==> src/rtl/assert_macros.svh <==
// assertion macros for the rtl core
`ifndef ASSERT_MACROS_SVH
`define ASSERT_MACROS_SVH

`ifndef ASSERT_OFF
// same-cycle implication, checked out of reset
`define ASSERT_IMPLIES(label, clk, rst_n, ante, cons, msg) \
  label: assert property (@(posedge clk) disable iff (!rst_n) (ante) |-> (cons)) \
    else $error(msg);
// next-cycle implication, checked out of reset
`define ASSERT_NEXT(label, clk, rst_n, ante, cons, msg) \
  label: assert property (@(posedge clk) disable iff (!rst_n) (ante) |=> (cons)) \
    else $error(msg);
`else
`define ASSERT_IMPLIES(label, clk, rst_n, ante, cons, msg)
`define ASSERT_NEXT(label, clk, rst_n, ante, cons, msg)
`endif

`endif

==> src/rtl/anw_pkg.sv <==
// shared types and constants for the ascii number to word parser
package anw_pkg;

  // character codes
  localparam logic [7:0] CH_NEWLINE        = 8'd10;
  localparam logic [7:0] CH_ZERO           = 8'd48;
  localparam logic [7:0] CH_MINUS          = 8'd45;
  localparam logic [7:0] CH_LOWER_A        = 8'd97;
  localparam logic [7:0] HEX_LETTER_OFFSET = 8'd87;

  // hex digit limit and counters
  localparam int         MAX_HEX_DIGITS = 8;
  localparam logic [4:0] HEX_LIMIT      = 5'(MAX_HEX_DIGITS);
  localparam logic [3:0] HEX_CNT_MAX    = 4'd15;
  localparam logic [4:0] POS_MAX        = 5'd31;
  localparam logic [4:0] HEX_FIRST_POS  = 5'd2;

  // character held in the input stage
  typedef struct packed {
    logic       valid;
    logic [7:0] ch;
  } anw_stage_t;

  // one parsed line
  typedef struct packed {
    logic [31:0] word;
    logic [31:0] magnitude;
    logic        is_negative;
    logic        is_hex;
    logic [31:0] swapped;
  } anw_result_t;

endpackage

==> src/rtl/anw_if.sv <==
// valid/ready channels for characters in and parsed words out
interface anw_char_if;
  logic       valid;
  logic       ready;
  logic [7:0] char_in;

  modport source (output valid, output char_in, input ready);
  modport sink   (input valid, input char_in, output ready);
endinterface

interface anw_result_if;
  logic        valid;
  logic        ready;
  logic [31:0] word;
  logic [31:0] magnitude;
  logic        is_negative;
  logic        is_hex;
  logic [31:0] swapped;

  modport source (output valid, output word, output magnitude, output is_negative,
                  output is_hex, output swapped, input ready);
  modport sink   (input valid, input word, input magnitude, input is_negative,
                  input is_hex, input swapped, output ready);
endinterface

==> src/rtl/anw_in_reg.sv <==
// input register stage for incoming character beats
module anw_in_reg
  import anw_pkg::*;
(
  input  logic        clk,
  input  logic        rst_n,
  anw_char_if.sink    in_if,
  input  logic        out_free,
  output anw_stage_t  stage,
  output logic        adv
);

  logic       valid_r, valid_nxt;
  logic [7:0] ch_r, ch_nxt;
  logic       take;

  // stage moves on when the result slot can take it
  assign adv         = valid_r && out_free;
  assign in_if.ready = !valid_r || adv;
  assign take        = in_if.valid && in_if.ready;

  // next stage contents
  always_comb begin
    valid_nxt = valid_r;
    ch_nxt    = ch_r;
    if (take) begin
      valid_nxt = 1'b1;
      ch_nxt    = in_if.char_in;
    end else if (adv) begin
      valid_nxt = 1'b0;
    end
  end

  // valid flag
  always_ff @(posedge clk) begin
    if (!rst_n) begin
      valid_r <= 1'b0;
    end else begin
      valid_r <= valid_nxt;
    end
  end

  // character payload
  always_ff @(posedge clk) begin
    ch_r <= ch_nxt;
  end

  assign stage.valid = valid_r;
  assign stage.ch    = ch_r;

endmodule

==> src/rtl/anw_parse.sv <==
// line state and per-character accumulation, result formed at newline
module anw_parse
  import anw_pkg::*;
(
  input  logic        clk,
  input  logic        rst_n,
  input  logic        step_en,
  input  logic [7:0]  ch,
  output logic        line_end,
  output anw_result_t res
);

  logic [31:0] acc_r, acc_nxt;
  logic [4:0]  pos_r, pos_nxt;
  logic        hex_r, hex_nxt;
  logic        sign_r, sign_nxt;
  logic [3:0]  cnt_r, cnt_nxt;

  logic [31:0] dec_digit, hex_digit, acc_x10, acc_x16;
  logic        neg;
  logic [31:0] word;

  // digit values and shift-add scaling
  assign dec_digit = {24'd0, ch} - {24'd0, CH_ZERO};
  assign hex_digit = (ch >= CH_LOWER_A) ? ({24'd0, ch} - {24'd0, HEX_LETTER_OFFSET})
                                        : dec_digit;
  assign acc_x10   = (acc_r << 3) + (acc_r << 1) + dec_digit;
  assign acc_x16   = (acc_r << 4) + hex_digit;

  assign line_end = (ch == CH_NEWLINE);

  // next line state
  always_comb begin
    acc_nxt  = acc_r;
    pos_nxt  = pos_r;
    hex_nxt  = hex_r;
    sign_nxt = sign_r;
    cnt_nxt  = cnt_r;
    if (step_en) begin
      if (line_end) begin
        acc_nxt  = '0;
        pos_nxt  = '0;
        hex_nxt  = 1'b0;
        sign_nxt = 1'b0;
        cnt_nxt  = '0;
      end else begin
        if (pos_r == '0 && ch == CH_ZERO) begin
          hex_nxt = 1'b1;
        end else if (hex_r) begin
          if (pos_r >= HEX_FIRST_POS && {1'b0, cnt_r} < HEX_LIMIT) begin
            acc_nxt = acc_x16;
            if (cnt_r != HEX_CNT_MAX) begin
              cnt_nxt = cnt_r + 4'd1;
            end
          end
        end else if (pos_r == '0 && ch == CH_MINUS) begin
          sign_nxt = 1'b1;
        end else begin
          acc_nxt = acc_x10;
        end
        if (pos_r != POS_MAX) begin
          pos_nxt = pos_r + 5'd1;
        end
      end
    end
  end

  // line state registers
  always_ff @(posedge clk) begin
    if (!rst_n) begin
      acc_r  <= '0;
      pos_r  <= '0;
      hex_r  <= 1'b0;
      sign_r <= 1'b0;
      cnt_r  <= '0;
    end else begin
      acc_r  <= acc_nxt;
      pos_r  <= pos_nxt;
      hex_r  <= hex_nxt;
      sign_r <= sign_nxt;
      cnt_r  <= cnt_nxt;
    end
  end

  // result from the state before the newline
  assign neg  = !hex_r && sign_r;
  assign word = neg ? (32'd0 - acc_r) : acc_r;

  assign res.word        = word;
  assign res.magnitude   = acc_r;
  assign res.is_negative = neg;
  assign res.is_hex      = hex_r;
  assign res.swapped     = {word[7:0], word[15:8], word[23:16], word[31:24]};

endmodule

==> src/rtl/anw_out_reg.sv <==
// result register driving the output channel
module anw_out_reg
  import anw_pkg::*;
(
  input  logic        clk,
  input  logic        rst_n,
  input  logic        load,
  input  anw_result_t res,
  anw_result_if.source out_if,
  output logic        out_free
);

  logic        valid_r, valid_nxt;
  anw_result_t res_r, res_nxt;

  // slot is free when empty or drained this cycle
  assign out_free = !valid_r || out_if.ready;

  // next slot contents
  always_comb begin
    valid_nxt = valid_r;
    res_nxt   = res_r;
    if (load) begin
      valid_nxt = 1'b1;
      res_nxt   = res;
    end else if (out_if.ready) begin
      valid_nxt = 1'b0;
    end
  end

  // valid flag
  always_ff @(posedge clk) begin
    if (!rst_n) begin
      valid_r <= 1'b0;
    end else begin
      valid_r <= valid_nxt;
    end
  end

  // result payload
  always_ff @(posedge clk) begin
    res_r <= res_nxt;
  end

  assign out_if.valid       = valid_r;
  assign out_if.word        = res_r.word;
  assign out_if.magnitude   = res_r.magnitude;
  assign out_if.is_negative = res_r.is_negative;
  assign out_if.is_hex      = res_r.is_hex;
  assign out_if.swapped     = res_r.swapped;

endmodule

==> src/rtl/ascii_number_to_word_core.sv <==
// A newline beat is registered in the input stage, then in the result register once the slot is free.
// Throughput: one character beat per cycle, set by the combinational shift-add
// accumulate step; a result held by the sink stalls every following beat.
// Reset: synchronous, active low; clears the stage and result valid flags and
// the line state (accumulator, position, hex mode, sign, hex digit count).
`include "assert_macros.svh"

module ascii_number_to_word_core
  import anw_pkg::*;
(
  input  logic         clk,
  input  logic         rst_n,
  anw_char_if.sink     in_if,
  anw_result_if.source out_if
);

  anw_stage_t  stage;
  logic        adv;
  logic        out_free;
  logic        line_end;
  anw_result_t res;
  logic        load;

  // input stage
  anw_in_reg u_in_reg (
    .clk      (clk),
    .rst_n    (rst_n),
    .in_if    (in_if),
    .out_free (out_free),
    .stage    (stage),
    .adv      (adv)
  );

  // parser
  anw_parse u_parse (
    .clk      (clk),
    .rst_n    (rst_n),
    .step_en  (adv),
    .ch       (stage.ch),
    .line_end (line_end),
    .res      (res)
  );

  // result slot loads on a newline beat
  assign load = adv && line_end;

  anw_out_reg u_out_reg (
    .clk      (clk),
    .rst_n    (rst_n),
    .load     (load),
    .res      (res),
    .out_if   (out_if),
    .out_free (out_free)
  );

  // checks
  `ASSERT_NEXT(a_newline_gives_result, clk, rst_n, load, out_if.valid, "newline lost")
  `ASSERT_IMPLIES(a_hex_never_negative, clk, rst_n, out_if.valid, !(out_if.is_hex && out_if.is_negative), "hex line marked negative")
  `ASSERT_IMPLIES(a_word_matches_mag, clk, rst_n, out_if.valid && !out_if.is_negative, out_if.word == out_if.magnitude, "word differs from magnitude")
  `ASSERT_NEXT(a_stage_holds, clk, rst_n, stage.valid && !adv, stage.valid && $stable(stage.ch), "stalled character lost")

endmodule

==> src/flat_wrapper.sv <==
// flat-port wrapper written by rule: the top's interface ports become plain ports
module ascii_number_to_word_core_flat import anw_pkg::*;
  (clk, rst_n, in_if_valid, in_if_char_in, in_if_ready, out_if_valid, out_if_word, out_if_magnitude, out_if_is_negative, out_if_is_hex, out_if_swapped, out_if_ready);
  anw_char_if in_if_i ();
  anw_result_if out_if_i ();
  input  logic clk;
  input  logic rst_n;
  input wire logic [$bits(in_if_i.valid)-1:0] in_if_valid;
  input wire logic [$bits(in_if_i.char_in)-1:0] in_if_char_in;
  output wire logic [$bits(in_if_i.ready)-1:0] in_if_ready;
  output wire logic [$bits(out_if_i.valid)-1:0] out_if_valid;
  output wire logic [$bits(out_if_i.word)-1:0] out_if_word;
  output wire logic [$bits(out_if_i.magnitude)-1:0] out_if_magnitude;
  output wire logic [$bits(out_if_i.is_negative)-1:0] out_if_is_negative;
  output wire logic [$bits(out_if_i.is_hex)-1:0] out_if_is_hex;
  output wire logic [$bits(out_if_i.swapped)-1:0] out_if_swapped;
  input wire logic [$bits(out_if_i.ready)-1:0] out_if_ready;
  assign in_if_i.valid = in_if_valid;
  assign in_if_i.char_in = in_if_char_in;
  assign in_if_ready = in_if_i.ready;
  assign out_if_valid = out_if_i.valid;
  assign out_if_word = out_if_i.word;
  assign out_if_magnitude = out_if_i.magnitude;
  assign out_if_is_negative = out_if_i.is_negative;
  assign out_if_is_hex = out_if_i.is_hex;
  assign out_if_swapped = out_if_i.swapped;
  assign out_if_i.ready = out_if_ready;
  ascii_number_to_word_core u_core (.clk(clk), .rst_n(rst_n), .in_if(in_if_i), .out_if(out_if_i));
endmodule
==> config.mk <==
export PLATFORM = sky130hd
export DESIGN_NAME = ascii_number_to_word_core_flat
export DESIGN_NICKNAME = d
export VERILOG_FILES = /design/src/rtl/anw_pkg.sv /design/src/rtl/anw_if.sv /design/src/rtl/anw_in_reg.sv /design/src/rtl/anw_parse.sv /design/src/rtl/anw_out_reg.sv /design/src/rtl/ascii_number_to_word_core.sv /design/src/flat_wrapper.sv
export VERILOG_INCLUDE_DIRS = /design/src /design/src/rtl
export SDC_FILE = /design/constraint.sdc
export NUM_CORES = 1
export LEC_CHECK = 0
export BUFFER_PORTS_ARGS = -buffer_cell sky130_fd_sc_hd__buf_2
export CAP_MARGIN = 20
export CELL_PAD_IN_SITES_DETAIL_PLACEMENT = 1
export CELL_PAD_IN_SITES_GLOBAL_PLACEMENT = 1
export CORE_MARGIN = 10
export CORE_UTILIZATION = 35
export CTS_CLUSTER_SIZE = 30
export DETAILED_ROUTE_END_ITERATION = 8
export HOLD_SLACK_MARGIN = 0.06
export PLACE_DENSITY = 0.73
export SLEW_MARGIN = 15
export SYNTH_ARGS = -nofsm -noshare
export SYNTH_HDL_FRONTEND = slang
export SYNTH_SLANG_ARGS = --single-unit
==> constraint.sdc <==
create_clock -name clk -period 8.4 [get_ports clk]
set_clock_uncertainty 0.15 [all_clocks]
set_input_delay 0.42 -clock clk [delete_from_list [all_inputs] [get_ports clk]]
set_output_delay 0.42 -clock clk [all_outputs]
set_load 0.02 [all_outputs]
# --- Word-level counts from Yosys, hierarchy flattened ---
# Index checks and enable logic that the tools add are counted.
classes:
  add_sub_neg: 8
  n_lt_le_gt_ge: 3
  eq_ne: 9
  muxes: 24
  reduce_logical: 26
op_table:
  columns: ["cell", "n"]
  rows:
  - ["two-way mux 32 bit", 7]
  - ["adder 32 bit", 3]
  - ["subtractor 1 x 32 -> 32 bit (first input constant)", 1]
  - ["two-way mux 4 bit", 5]
  - ["== test 8 x 6 -> 1 bit (second input constant)", 2]
  - ["nonzero test 2 bit", 8]
  - ["two-way mux 1 bit", 10]
  - ["two-way mux 5 bit", 2]
  - ["subtractor 8 x 6 -> 9 bit (second input constant)", 1]
  - ["subtractor 8 x 7 -> 9 bit (second input constant)", 1]
  - ["== test 8 x 4 -> 1 bit (second input constant)", 1]
  - ["greater-or-equal comparator 8 x 7 -> 1 bit (second input constant)", 1]
  - ["AND reduction 4 bit", 2]
  - ["logical AND 1 bit", 7]
  - ["adder 5 x 1 -> 5 bit (second input constant)", 1]
  - ["greater-or-equal comparator 5 x 2 -> 1 bit (second input constant)", 1]
  - ["zero test 5 bit", 1]
  - ["inequality test 5 bit (second input constant)", 1]
  - ["AND reduction 5 bit", 1]
  - ["adder 4 x 1 -> 4 bit (second input constant)", 1]
  - ["< comparator 4 bit (second input constant)", 1]
  - ["inequality test 2 x 1 -> 1 bit (second input constant)", 2]
  - ["inequality test 4 bit (second input constant)", 1]
  - ["AND reduction 2 bit", 2]
  - ["other kinds (4)", 7]
word_totals:
  register_bits: 151

# --- Logic depth before layout (Yosys ltp) ---
# Gate-level depths: netlist of the first run.
logic_depth:
  ltp_word: 7
  mapped_depth: 19
  ltp_nobuf: 19

# --- By module ---
# A second synthesis of the first run with hierarchy kept.
hier_totals:
  hier_cells: 985
  area_unflattened_um2: 10067.2
modules_own_cells:
  columns: ["module", "instances", "cells_per_inst", "area_per_inst_um2", "seq_area_each_um2"]
  rows:
  - ["anw_parse", 1, 867, 6756.5, 860.8]
  - ["anw_out_reg", 1, 102, 2991.6, 2962.8]
  - ["anw_in_reg", 1, 15, 312.8, 260.2]
  - ["ascii_number_to_word_core", 1, 1, 6.3, 0.0]

# --- Worst setup path before layout of the first run ---
# No wires, ideal clock.
synth_timing:
  kind: "reg2reg"
  start: "register u_core.u_in_reg.ch_r[4]"
  end: "register u_core.u_parse.acc_r[24]"
  setup_ps: 128
  arrival_ps: 5846
  t_required_ps: 8122
  slack_ps: 2277
  stages_incl_launch_ff: 13
  path_buffers: 0
  cell_sequence: "edfxtp_1 > ha_1 > nor3_1 > fa_1 > ha_1 > nand2_1 > or4b_1 > o211ai_2 > o211ai_4 > a221oi_2 > mux2_2 > o21ai_1 > o211ai_1"
synth_via:
  elab_chain_len: 7
synth_rtl:
  columns: ["item", "line_no", "text"]
  rows:
  - ["from (decl)", "anw_in_reg.sv:14", "logic [7:0] ch_r, ch_nxt;"]
  - ["from (signal assigned)", "anw_in_reg.sv:45", "ch_r <= ch_nxt;"]
  - ["subtractor 8 x 6 -> 9 bit (tied with other cells)", "anw_parse.sv:24", "assign dec_digit = {24'd0, ch} - {24'd0, CH_ZERO};"]
  - ["two-way mux 32 bit", "anw_parse.sv:25", "assign hex_digit = (ch >= CH_LOWER_A) ? ({24'd0, ch} - {24'd0, HEX_LETTER_OFFSET})"]
  - ["adder 32 bit", "anw_parse.sv:28", "assign acc_x16 = (acc_r << 4) + hex_digit;"]
  - ["two-way mux 32 bit", "anw_parse.sv:50", "if (pos_r >= HEX_FIRST_POS && {1'b0, cnt_r} < HEX_LIMIT) begin"]
  - ["two-way mux 32 bit", "anw_parse.sv:49", "end else if (hex_r) begin"]
  - ["two-way mux 32 bit", "anw_parse.sv:47", "if (pos_r == '0 && ch == CH_ZERO) begin"]
  - ["two-way mux 32 bit", "anw_parse.sv:40", "if (line_end) begin"]
  - ["to (signal assigned)", "anw_parse.sv:77", "acc_r <= acc_nxt;"]
  - ["to (decl)", "anw_parse.sv:13", "logic [31:0] acc_r, acc_nxt;"]
# Parallel ways exist; a longest one is shown, timed or not. The select of a mux whose other input is x is not followed.
# A chain may end at the register's enable or synchronous reset.

# --- Worst setup path after layout of the first run ---
layout_timing:
  start: "register u_core.u_in_reg.ch_r[1]"
  end: "register u_core.u_parse.acc_r[26]"
# Same word-level chain as after synthesis.

==> results by group, run 1 <==
Logic synthesis
  – Sequential-to-total area share from yosys stat: 33.1%
  – Syn Std Cell Area: 9350 sq um
  – Leading area contributor after synthesis: edfxtp_1
  – Area contributors post-synth: edfxtp_1 (23%), ha_1 (10%), dfxtp_1 (9.6%)
  – Mapped Cells: 973
  – Synth Register Bits: 118
  – Syn avg cell area: 9.61 sq um
  – Synth warnings: 0
  – Post-synth top area share: 23.5%
  – EDFF count, synth: 73
  – Post-synth top flop: edfxtp_1
  – Async SR Flop Fraction: 0%
  – Syn nets: 1091
  – Distinct cells, synth: 85

Cells and area
  – Fillers: 3016
  – Number of nets in the layout: 1171
  – Layout cell share with drive strength beyond 1: 17.7%
  – Area grow syn2layout: 14.2%
  – Antenna fix cells: 0
  – Final Core Density: 40.8%

Critical path
  – R2r setup slk: 3.71 ns
  – R2R Path Start: u_core.u_in_reg.ch_r[1]
  – Worst EP arrival: 4.85 ns
  – Worst setup SP type: flip-flop
  – Setup CP Type: flip-flop to flip-flop
  – Crit path from: u_core.u_in_reg.ch_r[1]
  – Worst Path Required: 8.56 ns
  – CP endpoint kind: flip-flop
  – CP max FO: 7
  – R2r worst-path depth: 19
  – R2r endpoint: u_core.u_parse.acc_r[26]

Pwr
  – Flop pwr share: 34.8%
  – Power Total: 2.01 mW
  – VDD IR max: 126 uV
  – Leakage power figure: 4.52 nW
  – Gate power share: 27.8%
  – Clock network fraction of total power: 37.4%
  – Switch share: 35.0%
  – Internal power: 1.31 mW
  – PwrDens: 189 nW/um^2
  – Switch Pwr: 0.704 mW

Global route
  – First-pass GRT wire length: 44100 um
  – Initial antenna violation count: 0
  – Largest net degree at the start of global routing: 65
  – Total GRT Usage: 16.1%
  – Grt total ovfl: 0
  – Vias in the first global route: 8298

Route
  – Wirelength per Cell: 19.2 um
  – Post-DRT Antenna Nets: 0
  – DRT Pass-1 Iters: 5
  – Post-Route WL: 26900 um
  – Via count: 7769
  – Drt via density: 5.55
  – DRC Markers: 0
  – Initial DRC Count: 391

Timing
  – Setup TNS: 0 ns
  – Tcrit/Tclk final: 55.9%
  – Pins Over Slew Limit: 0
  – Worst Max-Slew Pin Slew: 0.938 ns
  – Final hold vios: 0
  – Final setup violation count: 0
  – Final worst path period need: 4.69 ns
  – RSZ-0062 raised after global routing: no
  – Worst hold slack: 0.0721 ns
  – Fmax: 0.213 GHz
  – Relative slew slack: 37.4%

Clock network
  – Post-CTS Setup Repair Bufs: 0
  – CTS buffer count: 17
  – Clock-pin slew of the registers on the worst-case setup and hold paths: 0.06 ns
  – Clock sink total: 118
  – TritonCTS clock tree: yes
  – Clk_lat worst skew: 0.43 ns
  – CTS H-Tree Depth: 4
  – Root Buffer: clkbuf_16
  – Max clock buf depth: 2

Die
  – Die ar.: 33600 sq um
  – Initial core utilization: 35.8%
  – FP Rows: 59
  – Die Height: 183 um
  – Die Width: 183 um
  – Core area: 26100 sq um
  – I/O pins: 112

Min path
  – Worst hold path class: primary input to flip-flop
  – Hold EP: u_core.u_in_reg.valid_r
  – Hold Crit Start: in_if_valid
  – Hold path depth: 3

Placement
  – Hpwl dp: 20300 um
  – Gp weighted congestion: 0.905
  – PortBufs: 111

Run
  – Maxcap violations: 0

Run status
  – Outcome: completed
## stage by stage
stage / worst slack [ns] / instance area [sq um] / cells
floorplan: 2.28 / 9350 / 973
global placement: 3.88 / 10000 / 1361
detailed placement: 3.73 / 10000 / 1361
CTS: 3.70 / 10700 / 1401
global route: 3.26 / 10700 / 1401
finish: 3.71 / 10700 / 1401
## cell type report
type | instances | area [sq um] | share of cell area, %
Multi-Input combinational cell | 752 | 5730 | 53.7
Inverter | 38 | 143 | 1.34
Timing Repair Buffer | 126 | 688 | 6.45
Clock inverter | 15 | 168 | 1.57
Sequential cell | 118 | 3090 | 29.0
Clock buffer | 17 | 425 | 3.99
Tap cell | 335 | 419 | 3.93
## worst max-delay path by stage
stage	endpoint	cells after the start
after floorplan	u_core.u_parse.acc_r[24]	12
after global placement	u_core.u_parse.acc_r[25]	17
after detailed placement	u_core.u_parse.acc_r[26]	19
after CTS	u_core.u_parse.acc_r[26]	19
after global routing	u_core.u_parse.acc_r[26]	19
final	u_core.u_parse.acc_r[26]	19
## power by group through the flow
stage,sequential (mW),combinational (mW),clock [mW]
after floorplan,0.689,0.423,0
after global placement,0.713,0.531,0
after detailed placement,0.714,0.545,0
after CTS,0.701,0.556,0.767
after global routing,0.708,0.624,0.788
final,0.701,0.559,0.752
## cell usage after synthesis, types with 19 or more instances
| cell | count |
|---|---|
| a21oi_1 | 76 |
| xnor2_1 | 52 |
| nand2_1 | 64 |
| ha_1 | 76 |
| buf_4 | 34 |
| nor2_1 | 75 |
| o21ai_0 | 54 |
| inv_1 | 37 |
| a21o_1 | 20 |
| dfxtp_1 | 45 |
| xor2_1 | 29 |
| fa_1 | 30 |
| clkbuf_1 | 23 |
| edfxtp_1 | 73 |
| nor3_1 | 19 |
## worst max-delay path, stage by stage, from the launching register on
cell and delay, ns:
edfxtp_1 0.46, inv_1 0.10, ha_1 0.21, or4b_1 0.49, a21oi_2 0.22, nor2b_1 0.10
nor2_2 0.23, nor2_1 0.10, xnor2_1 0.16, ha_1 0.21, inv_1 0.07, fa_1 0.37
nand2b_1 0.19, a21oi_1 0.26, o21ai_0 0.15, o211ai_1 0.26, a311oi_1 0.22, o21ai_0 0.23
xnor2_1 0.10, a221o_1 0.29
## per-layer routing
layer	vias up	wire, um	global-route usage [%]
met5	-	0	0
met4	0	290	4.26
met3	22	1450	3.42
met2	167	12800	27.3
met1	3847	12400	20.3
li1	3733	-	-
## timing repair
action | 4_1_cts | 5_1_grt
resized for setup | 0 | 0
endpoints found under the hold margin | 8 | 0
hold buffers | 8 | 0
## cell families after synthesis
kind of cell,after synthesis,synth area share (%)
buffers and inverters,103,5.65
flip-flops,118,33.1
multiplexers,12,1.34
AO/OA/AOI/OAI,280,20.3
AND/OR/NAND/NOR,273,15.4
XOR/XNOR,81,7.59
adder cells (fa/ha/maj),106,16.6
## state kept, by name, indices dropped and copies added (netlist names), 4 cells and up
name	count
u_core.u_in_reg.ch_r	8
u_core.u_out_reg.out_if.magnitude	31
u_core.u_out_reg.out_if.word	31
u_core.u_parse.acc_r	32
u_core.u_parse.cnt_r	4
u_core.u_parse.pos_r	5
## cells in the final DEF, fill, tap and decap left out, types with 20 or more instances in the layout
master / instances
edfxtp_1: 73
fa_1: 30
xor2_1: 29
a21o_1: 20
xnor2_1: 52
ha_1: 76
buf_2: 111
inv_1: 36
nand2_1: 64
a21oi_1: 76
o21ai_0: 54
dfxtp_1: 45
nor2_1: 74
No activity file was read; power rests on OpenSTA's default activity.
==> run 2, diff against run 1 <==
- PLACE_DENSITY: 0.73 -> 0.76
- clock period: 8.4 -> 4.2 ns (I/O delays scaled with it)
==> results by group, run 2 (synthesized netlist as in run 1, its figures left out) <==
Run status
  – Outcome: complete, but fails checks
  – Failing checks: negative setup slack

Min path
  – Hold Crit Start: rst_n
  – Worst hold path class: primary input to flip-flop
  – Hold path depth: 3 (unchanged)
  – Hold EP: u_core.u_parse.cnt_r[2]

Global route
  – Largest net degree at the start of global routing: 31 (-52%)
  – Initial antenna violation count: 0 (unchanged)
  – Vias in the first global route: 8579 (+3.4%)
  – First-pass GRT wire length: 47500 um (+7.6%)
  – Total GRT Usage: 17.5% (+1.4 points)
  – Grt total ovfl: 0 (unchanged)

Cells and area
  – Most frequent cells in the layout: buf_2 (111), edfxtp_1 (73), nor2_1 (72), ha_1 (69)
  – Biggest register: u_core.u_parse.acc_r
  – Area grow syn2layout: 23.1%
  – Number of nets in the layout: 1239 (+5.8%)
  – Antenna fix cells: 0 (unchanged)
  – Layout cell share with drive strength beyond 1: 26.5% (+8.7 points)
  – Most common cell after layout, fill and taps aside: buf_2
  – Final non-filler cell total: 1469 (+4.9%)
  – Max reg flops: 32 (unchanged)

Route
  – Drt via density: 5.63 (+1.5%)
  – DRC Markers: 0 (unchanged)
  – Initial DRC Count: 488 (+25%)
  – Wirelength per Cell: 20.8 um (+8.1%)
  – Post-DRT Antenna Nets: 0 (unchanged)
  – Post-Route WL: 30500 um (+13%)
  – DRT Pass-1 Iters: 5 (unchanged)
  – Via count: 8266 (+6.4%)

Clock network
  – TritonCTS clock tree: yes
  – CTS H-Tree Depth: 4 (unchanged)
  – Clk_lat worst skew: 0.43 ns (about the same)
  – Clock sink total: 118 (unchanged)
  – CTS buffer count: 17 (unchanged)
  – Max clock buf depth: 2 (unchanged)
  – Clock-pin slew of the registers on the worst-case setup and hold paths: 0.06 ns (about the same)
  – Root Buffer: clkbuf_16

Critical path
  – Setup CP Type: flip-flop to flip-flop
  – R2r setup slk: -0.07 ns (-3.78 ns)
  – CP endpoint kind: flip-flop
  – R2R Path Start: u_core.u_in_reg.ch_r[0]
  – Worst Path Required: 4.36 ns (-4.20 ns)
  – Worst EP arrival: 4.44 ns (-0.41 ns)
  – Worst setup SP type: flip-flop
  – CP max FO: 4 (-3)
  – R2r endpoint: u_core.u_parse.acc_r[25]
  – R2r worst-path depth: 19 (unchanged)

Timing
  – Final worst slack: -0.0727 ns (-3.78 ns)
  – Setup TNS: -0.139 ns (-0.139 ns)
  – Final hold vios: 0 (unchanged)
  – Relative slew slack: 37.3% (-0.081 points)
  – Final setup violation count: 4 (+4)
  – RSZ-0062 raised after global routing: yes
  – Worst Max-Slew Pin Slew: 0.939 ns (+0.00121 ns)
  – Fmax: 0.234 GHz (+9.8%)
  – Tcrit/Tclk final: 102% (+46 points)
  – Pins Over Slew Limit: 0 (unchanged)
  – Final worst path period need: 4.27 ns (-0.419 ns)

Die
  – Die Height: 183 um (unchanged)
  – I/O pins: 112 (unchanged)
  – Core area: 26100 sq um (unchanged)
  – FP Rows: 59 (unchanged)
  – Die ar.: 33600 sq um (unchanged)
  – Die Width: 183 um (unchanged)
  – Initial core utilization: 35.8% (unchanged)

Run
  – Maxcap violations: 0 (unchanged)

Pwr
  – Switch Pwr: 1.50 mW (+110%)
  – Clock network fraction of total power: 34.3% (-3.1 points)
  – Gate power share: 32.7% (+4.9 points)
  – Switch share: 36.0% (+1.0 points)
  – Internal power: 2.66 mW (+100%)
  – Leakage power figure: 4.88 nW (+8.1%)
  – VDD IR max: 359 uV (+190%)
  – Flop pwr share: 33.1% (-1.7 points)
  – PwrDens: 361 nW/um^2 (+92%)
  – Power Total: 4.15 mW (+110%)

Placement
  – Dpl cells: 1406 (+3.3%)
  – Dpl ws: -0.241 ns (-3.98 ns)
  – Hpwl dp: 21900 um (+7.5%)
  – Gp weighted congestion: 0.895 (-1.1%)
  – PortBufs: 111 (unchanged)
[run 2: repair_timing]
item / CTS / global route
gates resized for setup: 17 / 48
pin swaps: 4 / 38
endpoints found under the hold margin: 10 / 0
hold buffers: 11 / 0
endpoints found under the setup margin: 11 / 19
buffers inserted: 3 / 17
[run 2: worst max-delay path: stages (launching register included)]
cell and delay (ns):
edfxtp_1 0.44, inv_2 0.12, ha_4 0.13, or4b_4 0.47, a21oi_4 0.17, nor2b_4 0.07
nor2_4 0.14, buf_6 0.13, nor2_2 0.04, a21oi_2 0.13, buf_4 0.14, ha_4 0.19
a211oi_2 0.23, nor2_1 0.09, o41a_1 0.47, nor3_4 0.30, o21bai_1 0.12, a211oi_2 0.25
mux2i_1 0.10, a221o_1 0.27
[run 2: power groups by stage]
stage / Combinational [mW] / Sequential [mW] / Clock, mW
final: 1.36 / 1.37 / 1.42
after global routing: 1.48 / 1.38 / 1.50
after CTS: 1.27 / 1.37 / 1.44
after detailed placement: 1.22 / 1.40 / 0
after global placement: 1.17 / 1.39 / 0
after floorplan: 0.852 / 1.38 / 0
[run 2: stage by stage]
| stage | area, sq um | util, % | hold WS (ns) |
|---|---|---|---|
| floorplan | 9390 | - | 0.159 |
| global route | 11500 | 44.0 | 0.0988 |
| CTS | 11100 | 42.6 | 0.0738 |
| detailed placement | 10400 | 39.7 | 0.240 |
| finish | 11500 | 44.0 | 0.0870 |
| global placement | 10400 | 39.7 | 0.239 |
[run 2: layout make-up]
class / instances / area, sq um
Timing Repair Buffer: 194 / 1240
Inverter: 38 / 143
Multi-Input combinational cell: 752 / 6050
Clock buffer: 18 / 429
Clock inverter: 14 / 126
Tap cell: 335 / 419
Fill cell: 3022 / 14600
Sequential cell: 118 / 3090
[run 2: worst max-delay path by stage]
stage | end | slack [ns] | cells past startpoint | startpoint
6_report | u_core.u_parse.acc_r[25] | -0.07 | 19 | u_core.u_in_reg.ch_r[0]
5_1_grt | u_core.u_parse.acc_r[23] | -0.30 | 18 | u_core.u_in_reg.ch_r[1]
4_1_cts | u_core.u_parse.acc_r[26] | -0.02 | 19 | u_core.u_in_reg.ch_r[0]
3_5_place_dp | u_core.u_parse.acc_r[26] | -0.24 | 16 | u_core.u_in_reg.ch_r[0]
3_3_place_gp | u_core.u_parse.acc_r[31] | 0.04 | 18 | u_core.u_in_reg.ch_r[0]
2_1_floorplan | u_core.u_parse.acc_r[24] | -0.28 | 12 | u_core.u_in_reg.ch_r[4]
[run 2: layer usage]
metal / GRT usage (%) / vias to the layer above / part of all wire [%]
li1: - / 3856 / -
met1: 21.5 / 4109 / 43
met2: 30.0 / 244 / 48
met3: 3.44 / 57 / 6.0
met4: 5.77 / 0 / 2.5
met5: 0 / - / 0
